--- config.mk ---
export PLATFORM = sky130hd
export DESIGN_NAME = nec_ir_frame_decoder_top
export DESIGN_NICKNAME = d
export VERILOG_FILES = /design/src/hw/rtl/nifd_pkg.sv /design/src/hw/rtl/nifd_cfg_regs.sv /design/src/hw/rtl/nifd_parser.sv /design/src/hw/rtl/nec_ir_frame_decoder_top.sv
export SDC_FILE = /design/constraint.sdc
export NUM_CORES = 1
export LEC_CHECK = 0
export CAP_MARGIN = 20
export CORE_MARGIN = 8
export CORE_UTILIZATION = 55
export DETAILED_ROUTE_END_ITERATION = 16
export DONT_BUFFER_PORTS = 1
export GPL_ROUTABILITY_DRIVEN = 0
export HOLD_SLACK_MARGIN = 0.03
export PLACE_DENSITY = 0.73
export SYNTH_ARGS = -nofsm -noshare
export SYNTH_HDL_FRONTEND = slang
export SYNTH_SLANG_ARGS = --single-unit
--- constraint.sdc ---
create_clock -name clk -period 8.34 [get_ports clk]
set_clock_uncertainty 0.05 [all_clocks]
set_input_delay 0.834 -clock clk [delete_from_list [all_inputs] [get_ports clk]]
set_output_delay 0.834 -clock clk [all_outputs]
set_load 0.02 [all_outputs]
--- src/hw/rtl/nifd_pkg.sv ---
`timescale 1ns / 1ps

package nifd_pkg;

  // Register indexes on the configuration port.
  localparam logic [7:0] REG_PREAMBLE_LENGTH     = 8'd0;
  localparam logic [7:0] REG_PREAMBLE_TOLERANCE  = 8'd1;
  localparam logic [7:0] REG_SPACE_LENGTH        = 8'd2;
  localparam logic [7:0] REG_REPEAT_SPACE_LENGTH = 8'd3;
  localparam logic [7:0] REG_SPACE_TOLERANCE     = 8'd4;
  localparam logic [7:0] REG_BIT_PULSE_LENGTH    = 8'd5;
  localparam logic [7:0] REG_BIT_PULSE_TOLERANCE = 8'd6;
  localparam logic [7:0] REG_IDLE_TIMEOUT        = 8'd7;

  // Error codes reported with each result item.
  localparam logic [2:0] ERR_NONE     = 3'd0;
  localparam logic [2:0] ERR_PREAMBLE = 3'd1;
  localparam logic [2:0] ERR_SPACE    = 3'd2;
  localparam logic [2:0] ERR_BIT      = 3'd3;
  localparam logic [2:0] ERR_INVERSE  = 3'd4;

  localparam logic FUNC_EDGE = 1'b0;
  localparam logic FUNC_POLL = 1'b1;

  typedef struct packed {
    logic        func;
    logic [31:0] event_time;
  } in_item_t;

  typedef struct packed {
    logic [2:0] error_code;
    logic       frame_valid;
    logic [7:0] address;
    logic [7:0] command;
  } out_item_t;

  typedef struct packed {
    logic [15:0] preamble_length;
    logic [15:0] preamble_tolerance;
    logic [15:0] space_length;
    logic [15:0] repeat_space_length;
    logic [15:0] space_tolerance;
    logic [15:0] bit_pulse_length;
    logic [15:0] bit_pulse_tolerance;
    logic [23:0] idle_timeout;
  } cfg_t;

  // Magnitude of a wrapped 32-bit difference read as a signed value.
  function automatic logic [31:0] mag32(input logic [31:0] x);
    mag32 = x[31] ? (~x + 32'd1) : x;
  endfunction

endpackage

--- src/hw/rtl/nifd_cfg_regs.sv ---
`timescale 1ns / 1ps

module nifd_cfg_regs (
  input  logic              clk,
  input  logic              rst_n,
  input  logic              wr_en,
  input  logic [7:0]        wr_index,
  input  logic [23:0]       wr_data,
  output nifd_pkg::cfg_t    cfg
);

  nifd_pkg::cfg_t cfg_r;
  nifd_pkg::cfg_t cfg_nxt;

  always_comb begin
    cfg_nxt = cfg_r;
    if (wr_en) begin
      case (wr_index)
        nifd_pkg::REG_PREAMBLE_LENGTH:     cfg_nxt.preamble_length     = wr_data[15:0];
        nifd_pkg::REG_PREAMBLE_TOLERANCE:  cfg_nxt.preamble_tolerance  = wr_data[15:0];
        nifd_pkg::REG_SPACE_LENGTH:        cfg_nxt.space_length        = wr_data[15:0];
        nifd_pkg::REG_REPEAT_SPACE_LENGTH: cfg_nxt.repeat_space_length = wr_data[15:0];
        nifd_pkg::REG_SPACE_TOLERANCE:     cfg_nxt.space_tolerance     = wr_data[15:0];
        nifd_pkg::REG_BIT_PULSE_LENGTH:    cfg_nxt.bit_pulse_length    = wr_data[15:0];
        nifd_pkg::REG_BIT_PULSE_TOLERANCE: cfg_nxt.bit_pulse_tolerance = wr_data[15:0];
        nifd_pkg::REG_IDLE_TIMEOUT:        cfg_nxt.idle_timeout        = wr_data;
        default: ;
      endcase
    end
  end

  always_ff @(posedge clk) begin
    if (!rst_n) begin
      cfg_r.preamble_length     <= 16'd9000;
      cfg_r.preamble_tolerance  <= 16'd1000;
      cfg_r.space_length        <= 16'd4500;
      cfg_r.repeat_space_length <= 16'd2250;
      cfg_r.space_tolerance     <= 16'd500;
      cfg_r.bit_pulse_length    <= 16'd560;
      cfg_r.bit_pulse_tolerance <= 16'd200;
      cfg_r.idle_timeout        <= 24'd110000;
    end else begin
      cfg_r <= cfg_nxt;
    end
  end

  assign cfg = cfg_r;

endmodule

--- src/hw/rtl/nifd_parser.sv ---
`timescale 1ns / 1ps

module nifd_parser (
  input  logic                 clk,
  input  logic                 rst_n,
  input  logic                 go,
  input  nifd_pkg::in_item_t   item,
  input  nifd_pkg::cfg_t       cfg,
  output nifd_pkg::out_item_t  result
);

  localparam logic [3:0] ST_WAIT  = 4'd0;
  localparam logic [3:0] ST_PRE   = 4'd1;
  localparam logic [3:0] ST_SPACE = 4'd2;
  localparam logic [3:0] ST_START = 4'd3;
  localparam logic [3:0] ST_BYTE0 = 4'd4;
  localparam logic [3:0] ST_BYTE1 = 4'd5;
  localparam logic [3:0] ST_BYTE2 = 4'd6;
  localparam logic [3:0] ST_BYTE3 = 4'd7;
  localparam logic [3:0] ST_END   = 4'd8;

  logic [3:0]  state_r,   state_nxt;
  logic [31:0] last_r,    last_nxt;
  logic [2:0]  bit_idx_r, bit_idx_nxt;
  logic        phase_r,   phase_nxt;
  logic [7:0]  shift_r,   shift_nxt;
  logic [7:0]  bytes_r   [4];
  logic [7:0]  bytes_nxt [4];

  logic [31:0] delta;
  logic        pre_bad;
  logic        space_ok;
  logic        repeat_ok;
  logic        pulse_bad;
  logic        idle_over;
  logic        bit_one;
  logic [7:0]  shift_set;
  logic        inverse_ok;

  always_comb begin
    delta     = item.event_time - last_r;
    pre_bad   = nifd_pkg::mag32(delta - {16'd0, cfg.preamble_length})
                > {16'd0, cfg.preamble_tolerance};
    space_ok  = nifd_pkg::mag32(delta - {16'd0, cfg.space_length})
                <= {16'd0, cfg.space_tolerance};
    repeat_ok = nifd_pkg::mag32(delta - {16'd0, cfg.repeat_space_length})
                <= {16'd0, cfg.space_tolerance};
    pulse_bad = nifd_pkg::mag32(delta - {16'd0, cfg.bit_pulse_length})
                > {16'd0, cfg.bit_pulse_tolerance};
    idle_over = nifd_pkg::mag32(delta) > {8'd0, cfg.idle_timeout};
    // A long space before the mark means a one; a wrapped negative interval reads as zero.
    bit_one   = !delta[31] && (delta > {15'd0, cfg.bit_pulse_length, 1'b0});
    shift_set = shift_r | (8'(bit_one) << bit_idx_r);
    inverse_ok = ((bytes_r[0] ^ bytes_r[1]) == 8'hFF) &&
                 ((bytes_r[2] ^ bytes_r[3]) == 8'hFF);
  end

  always_comb begin
    state_nxt   = state_r;
    last_nxt    = last_r;
    bit_idx_nxt = bit_idx_r;
    phase_nxt   = phase_r;
    shift_nxt   = shift_r;
    for (int i = 0; i < 4; i++) begin
      bytes_nxt[i] = bytes_r[i];
    end
    result = '0;

    if (go) begin
      if (item.func == nifd_pkg::FUNC_POLL) begin
        if (idle_over) begin
          state_nxt = ST_WAIT;
          for (int i = 0; i < 4; i++) begin
            bytes_nxt[i] = 8'd0;
          end
        end
      end else begin
        case (state_r)
          ST_WAIT: begin
            last_nxt  = item.event_time;
            state_nxt = ST_PRE;
          end
          ST_PRE: begin
            if (pre_bad) begin
              result.error_code = nifd_pkg::ERR_PREAMBLE;
            end
            last_nxt  = item.event_time;
            state_nxt = ST_SPACE;
          end
          ST_SPACE: begin
            if (space_ok) begin
              state_nxt = ST_START;
            end else if (repeat_ok) begin
              state_nxt = ST_END;
            end else begin
              result.error_code = nifd_pkg::ERR_SPACE;
              state_nxt = ST_START;
            end
            last_nxt = item.event_time;
          end
          ST_START: begin
            phase_nxt   = 1'b0;
            bit_idx_nxt = 3'd0;
            shift_nxt   = 8'd0;
            last_nxt    = item.event_time;
            state_nxt   = ST_BYTE0;
          end
          ST_BYTE0, ST_BYTE1, ST_BYTE2, ST_BYTE3: begin
            if (!phase_r) begin
              phase_nxt = 1'b1;
              if (bit_idx_r == 3'd7) begin
                bytes_nxt[state_r[1:0]] = shift_set;
                bit_idx_nxt = 3'd0;
                shift_nxt   = 8'd0;
                state_nxt   = state_r + 4'd1;
              end else begin
                shift_nxt   = shift_set;
                bit_idx_nxt = bit_idx_r + 3'd1;
              end
            end else begin
              phase_nxt = 1'b0;
              if (pulse_bad) begin
                result.error_code = nifd_pkg::ERR_BIT;
              end
            end
            last_nxt = item.event_time;
          end
          ST_END: begin
            if (inverse_ok) begin
              result.frame_valid = 1'b1;
              result.address     = bytes_r[0];
              result.command     = bytes_r[2];
              state_nxt          = ST_WAIT;
            end else begin
              result.error_code = nifd_pkg::ERR_INVERSE;
            end
          end
          default: begin
            state_nxt = ST_WAIT;
          end
        endcase
      end
    end
  end

  always_ff @(posedge clk) begin
    if (!rst_n) begin
      state_r   <= ST_WAIT;
      last_r    <= 32'd0;
      bit_idx_r <= 3'd0;
      phase_r   <= 1'b0;
      shift_r   <= 8'd0;
      for (int i = 0; i < 4; i++) begin
        bytes_r[i] <= 8'd0;
      end
    end else begin
      state_r   <= state_nxt;
      last_r    <= last_nxt;
      bit_idx_r <= bit_idx_nxt;
      phase_r   <= phase_nxt;
      shift_r   <= shift_nxt;
      for (int i = 0; i < 4; i++) begin
        bytes_r[i] <= bytes_nxt[i];
      end
    end
  end

  // A reported frame never carries an error, and it sends the parser back to wait.
  a_valid_no_error: assert property (@(posedge clk) disable iff (!rst_n)
    go && result.frame_valid |-> result.error_code == nifd_pkg::ERR_NONE)
    else $error("frame reported together with an error");

  a_valid_to_wait: assert property (@(posedge clk) disable iff (!rst_n)
    go && result.frame_valid |=> state_r == ST_WAIT)
    else $error("parser did not return to wait after a frame");

  a_start_clears: assert property (@(posedge clk) disable iff (!rst_n)
    go && item.func == nifd_pkg::FUNC_EDGE && state_r == ST_START
    |=> bit_idx_r == 3'd0 && !phase_r && shift_r == 8'd0 && state_r == ST_BYTE0)
    else $error("data start did not clear the bit counters");

  a_state_range: assert property (@(posedge clk) disable iff (!rst_n)
    state_r <= ST_END)
    else $error("parser reached an unused state code");

  a_idle_holds: assert property (@(posedge clk) disable iff (!rst_n)
    !go |=> $stable(state_r) && $stable(last_r) && $stable(shift_r))
    else $error("parser state moved without an item");

endmodule

--- src/hw/rtl/nec_ir_frame_decoder_top.sv ---
`timescale 1ns / 1ps

// NEC infrared frame decoder.
// Input channel (in_valid/in_ready/in_data): one item per signal edge or
// timeout poll, each with a 32-bit microsecond timestamp. Every item yields
// exactly one result item on the output channel (out_valid/out_ready/out_data)
// carrying an error code, a frame-valid flag and the address and command bytes.
// Configuration channel (cfg_valid/cfg_ready/cfg_index/cfg_data) writes the
// eight timing registers; cfg_ready is always high and unknown indexes are
// ignored. Write registers only while no item is in flight.
// An accepted item is held in an input register, parsed from there, and
// its result lands in the output register that drives out_valid. The
// parse is one compare-and-update pass per item and the two registers
// overlap, so one item per cycle is sustained while out_ready stays high.
// When out_ready is low the result waits in the output register; the input
// register still takes one more item, and then in_ready drops until the
// output slot drains.
// A synchronous reset (rst_n low) empties both registers, puts the parser in
// its wait state with cleared bytes and timestamp, and restores the register
// defaults.

module nec_ir_frame_decoder_top (
  input  logic                 clk,
  input  logic                 rst_n,
  input  logic                 in_valid,
  output logic                 in_ready,
  input  nifd_pkg::in_item_t   in_data,
  output logic                 out_valid,
  input  logic                 out_ready,
  output nifd_pkg::out_item_t  out_data,
  input  logic                 cfg_valid,
  output logic                 cfg_ready,
  input  logic [7:0]           cfg_index,
  input  logic [23:0]          cfg_data
);

  nifd_pkg::cfg_t      cfg;
  nifd_pkg::in_item_t  hold_item_r;
  nifd_pkg::out_item_t out_data_r;
  nifd_pkg::out_item_t result;
  logic                hold_valid_r, hold_valid_nxt;
  logic                out_valid_r,  out_valid_nxt;
  logic                advance;
  logic                in_acc;

  assign cfg_ready = 1'b1;

  nifd_cfg_regs u_cfg (
    .clk      (clk),
    .rst_n    (rst_n),
    .wr_en    (cfg_valid && cfg_ready),
    .wr_index (cfg_index),
    .wr_data  (cfg_data),
    .cfg      (cfg)
  );

  assign advance  = hold_valid_r && (!out_valid_r || out_ready);
  assign in_ready = !hold_valid_r || advance;
  assign in_acc   = in_valid && in_ready;

  nifd_parser u_parser (
    .clk    (clk),
    .rst_n  (rst_n),
    .go     (advance),
    .item   (hold_item_r),
    .cfg    (cfg),
    .result (result)
  );

  always_comb begin
    hold_valid_nxt = hold_valid_r;
    if (in_acc) begin
      hold_valid_nxt = 1'b1;
    end else if (advance) begin
      hold_valid_nxt = 1'b0;
    end
    out_valid_nxt = out_valid_r;
    if (advance) begin
      out_valid_nxt = 1'b1;
    end else if (out_ready) begin
      out_valid_nxt = 1'b0;
    end
  end

  always_ff @(posedge clk) begin
    if (!rst_n) begin
      hold_valid_r <= 1'b0;
      out_valid_r  <= 1'b0;
    end else begin
      hold_valid_r <= hold_valid_nxt;
      out_valid_r  <= out_valid_nxt;
    end
  end

  always_ff @(posedge clk) begin
    if (in_acc) begin
      hold_item_r <= in_data;
    end
    if (advance) begin
      out_data_r <= result;
    end
  end

  assign out_valid = out_valid_r;
  assign out_data  = out_data_r;

endmodule

==> impl_metrics.env <==
export IMPL_drtIter0Drc=2335
export IMPL_drc=0
export IMPL_num_rows=75
export IMPL_max_stage_delay_ns=0.43
export IMPL_grt_antenna_before_repair=0
export IMPL_cp_required_ns=8.67
export IMPL_cp_max_fo=9
export IMPL_grt_max_degree=83
export IMPL_min_period_ns=7.91
export IMPL_vias=22100
export IMPL_cts_root_buf="clkbuf_16"
export IMPL_clk_pin_slew_ns=0.07
export IMPL_portBuffers=0
export IMPL_end_kind="flop"
export IMPL_use_met2=0.443
export IMPL_grt_usage=0.278
export IMPL_finalPower_mw=5.14
export IMPL_synth_simple_area_share=0.231
export IMPL_h_tree_depth=1
export IMPL_cts_hold_buf=0
export IMPL_finalSetupViolations=0
export IMPL_fp_coreArea_um2=41700
export IMPL_crit_family="compound AO/OA/AOI/OAI gates"
export IMPL_power_density_nw_per_um2=207
export IMPL_dpl_hpwl_um=54200
export IMPL_synth_edff_count=53
export IMPL_first_pass_iters=6
export IMPL_fp_dieH_um=221
export IMPL_fmax_mhz=126
export IMPL_synth_area_leaders="dfxtp_1, ha_1, xnor2_1"
export IMPL_fillCellCount=3739
export IMPL_die_area_um2=48800
export IMPL_cts_sinks=271
export IMPL_use_met1=0.351
export IMPL_fin_cells=3471
export IMPL_cap_violations=0
export IMPL_synth_yosys_seq_area_share=0.258
export IMPL_grt_first_pass_wirelength_um=112000
export IMPL_critical_path_class="reg -> reg"
export IMPL_fin_nets=3191
export IMPL_synth_nets=3223
export IMPL_syn_area_um2=23100
export IMPL_worst_hold_slack_ns=0.259
export IMPL_status="finished, final reports clean"
export IMPL_cts_inserted_buffers=31
export IMPL_cts_max_path_buffers=3
export IMPL_first_global_vias=21000
export IMPL_wl_per_cell_um=20.7
export IMPL_final_max_slew_viol_count=0
export IMPL_hold_viol=0
export IMPL_synthArstFlopShare=0
export IMPL_synth_top_cell_by_area="dfxtp_1"
export IMPL_ys_ff_latch=271
export IMPL_synth_top_family_by_area="simple AND/OR/NAND/NOR gates"
export IMPL_yosysTopAreaCellShare=0.189
export IMPL_synth_warnings=0
export IMPL_grt_overflow_total=0
export IMPL_ir_drop_uv=176
export IMPL_avgSynthCellArea_um2=7.86
export IMPL_synth_ff_type="dfxtp_1"
export IMPL_synth_compound_area_share=0.221
export IMPL_ios=93
export IMPL_fin_util=0.598
export IMPL_fp_dieW_um=221
export IMPL_final_layout_size_suffix_gt1_frac=0.0768
export IMPL_slowest_stage="fa_1"
export IMPL_cp_num_buf_inv=5
export IMPL_area_growth_pct=7.87
export IMPL_cp_start_kind="flop"
export IMPL_synthMuxAreaShare=0.0181
export IMPL_vias_per_cell=6.36
export IMPL_routed_wl_um=72000
export IMPL_syn_instance_count=2938
export IMPL_dp_cells=3407
export IMPL_p_leak_nw=9.43
export IMPL_synth_xor_area_frac=0.0983
export IMPL_cts_tree="done"
export IMPL_hold_path_class="in -> reg"
export IMPL_initial_core_util=0.554
export IMPL_tightest_slew_ns=1.12
export IMPL_slew_limit_headroom=0.246
export IMPL_clk_latency_ns=0.61
export IMPL_busiest_layer="met2"
export IMPL_met3_usage=0.0573
export IMPL_synth_fa_ha_area_frac=0.118
export IMPL_yosys_cell_types_count=111
export IMPL_ant_nets=0
export IMPL_finalCritPeriodShare=0.948
export IMPL_worstPathArrival_ns=8.23
[state kept, by name, summed over array words and instances, names as in the netlist]
name / cells
out_data: 20
u_parser.phase_r: 1
u_parser.last_r: 32
u_parser.bytes_r: 32
u_parser.state_r: 4
hold_item_r: 33
u_parser.bit_idx_r: 3
u_parser.shift_r: 8
out_valid: 1
u_cfg.cfg: 136
hold_valid_r: 1
[Yosys cell counts, drive strengths merged (9+ instances only)]
cell and count:
nand4b 9, or2 17, o22ai 10, a31o 12
a21o 51, o2111ai 14, and4 12, o211ai 54
nand4 57, inv 186, o21ai 120, o31ai 25
nand3 72, a31oi 29, clkbuf 110, and3 26
a211oi 21, or4 11, edfxtp 53, nor2 193
nor2b 48, nand2 396, a22oi 14, xnor2 192
nand2b 31, mux2i 39, ha 210, xor2 59
nand3b 14, nor4 52, dfxtp 218, buf 28
nor3 54, or3 18, a21oi 251, a22o 32
o21bai 10, and2 37, o21a 42
[worst register-to-register path: cells and delay by family (launching register included)]
kind                     cells  cell delay, ns
AO/OA/AOI/OAI               18            3.46
XOR/XNOR                     2            0.60
adder cells (fa/ha/maj)      4            1.21
buffers and inverters        5            0.79
flip-flops                   1            0.38
AND/OR/NAND/NOR              9            1.23
[cells by family (layout without fill, tap and decap cells)]
group                    Yosys count  count (layout)
flip-flops                       271             271
multiplexers                      41              41
XOR/XNOR                         251             251
AND/OR/NAND/NOR                 1068            1068
AO/OA/AOI/OAI                    767             767
adder cells (fa/ha/maj)          215             215
buffers and inverters            324             317
other                              1               2
[final timing paths]
kind         cells past startpoint                                to  slack (ns)                             start
min reg2reg                      2  u_parser.last_r[16]$_SDFFE_PN0P_        0.40  u_parser.last_r[16]$_SDFFE_PN0P_
min                              0         hold_item_r[32]$_DFFE_PP_        0.26                       in_data[32]
max reg2reg                     38        out_data[18]$_SDFFCE_PP0P_        0.43          hold_item_r[0]$_DFFE_PP_
max                             38        out_data[18]$_SDFFCE_PP0P_        0.43          hold_item_r[0]$_DFFE_PP_
[what timing repair did]
action,in CTS,in global routing
setup endpoints to repair,0,5
endpoints found under the hold margin,0,0
resized for setup,0,26
buffers inserted,0,3
[cell usage in the layout, fill, tap and decap left out, drive strengths merged, types with 18 or more instances in the layout]
master	count
a211oi	21
a21o	51
a21oi	251
a22o	32
a31oi	29
and2	37
and3	26
buf	73
clkbuf	40
dfxtp	218
edfxtp	53
ha	210
inv	189
mux2i	39
nand2	396
nand2b	31
nand3	72
nand4	57
nor2	193
nor2b	48
nor3	54
nor4	52
o211ai	54
o21a	42
o21ai	120
o31ai	25
or3	18
xnor2	192
xor2	59
[per-layer routing]
layer	part of all wire	up-vias
met5	0	-
met2	0.44	1051
li1	-	10500
met4	0.057	0
met3	0.098	228
met1	0.41	10300
[stage by stage]
stage,setup TNS [ns],area (um^2),worst slack (ns)
floorplan,0,23100,0.370
global placement,0,23700,0.371
detailed placement,0,23700,0.0429
CTS,0,24700,0.0567
global route,-0.0517,24900,-0.0288
finish,0,24900,0.434
[where the power goes]
| part | internal (mW) | switching (mW) | leakage, nW |
|---|---|---|---|
| registers | 1.36 | 0.0186 | 2.26 |
| clock network | 0.787 | 0.589 | 0.495 |
| logic | 0.936 | 1.45 | 6.68 |
| total | 3.08 | 2.06 | 9.43 |
[layout make-up]
class                           count  area (um^2)  share of cell area
Antenna cell                        1         2.50            0.000101
Clock buffer                       40          851              0.0342
Clock inverter                     18          170             0.00683
Multi-Input combinational cell   2343        16000               0.641
Sequential cell                   271         5960               0.239
Tap cell                          539          674              0.0271
Inverter                          186          701              0.0281
Timing Repair Buffer               73          572              0.0230
No activity file was read; power rests on OpenSTA's default activity.
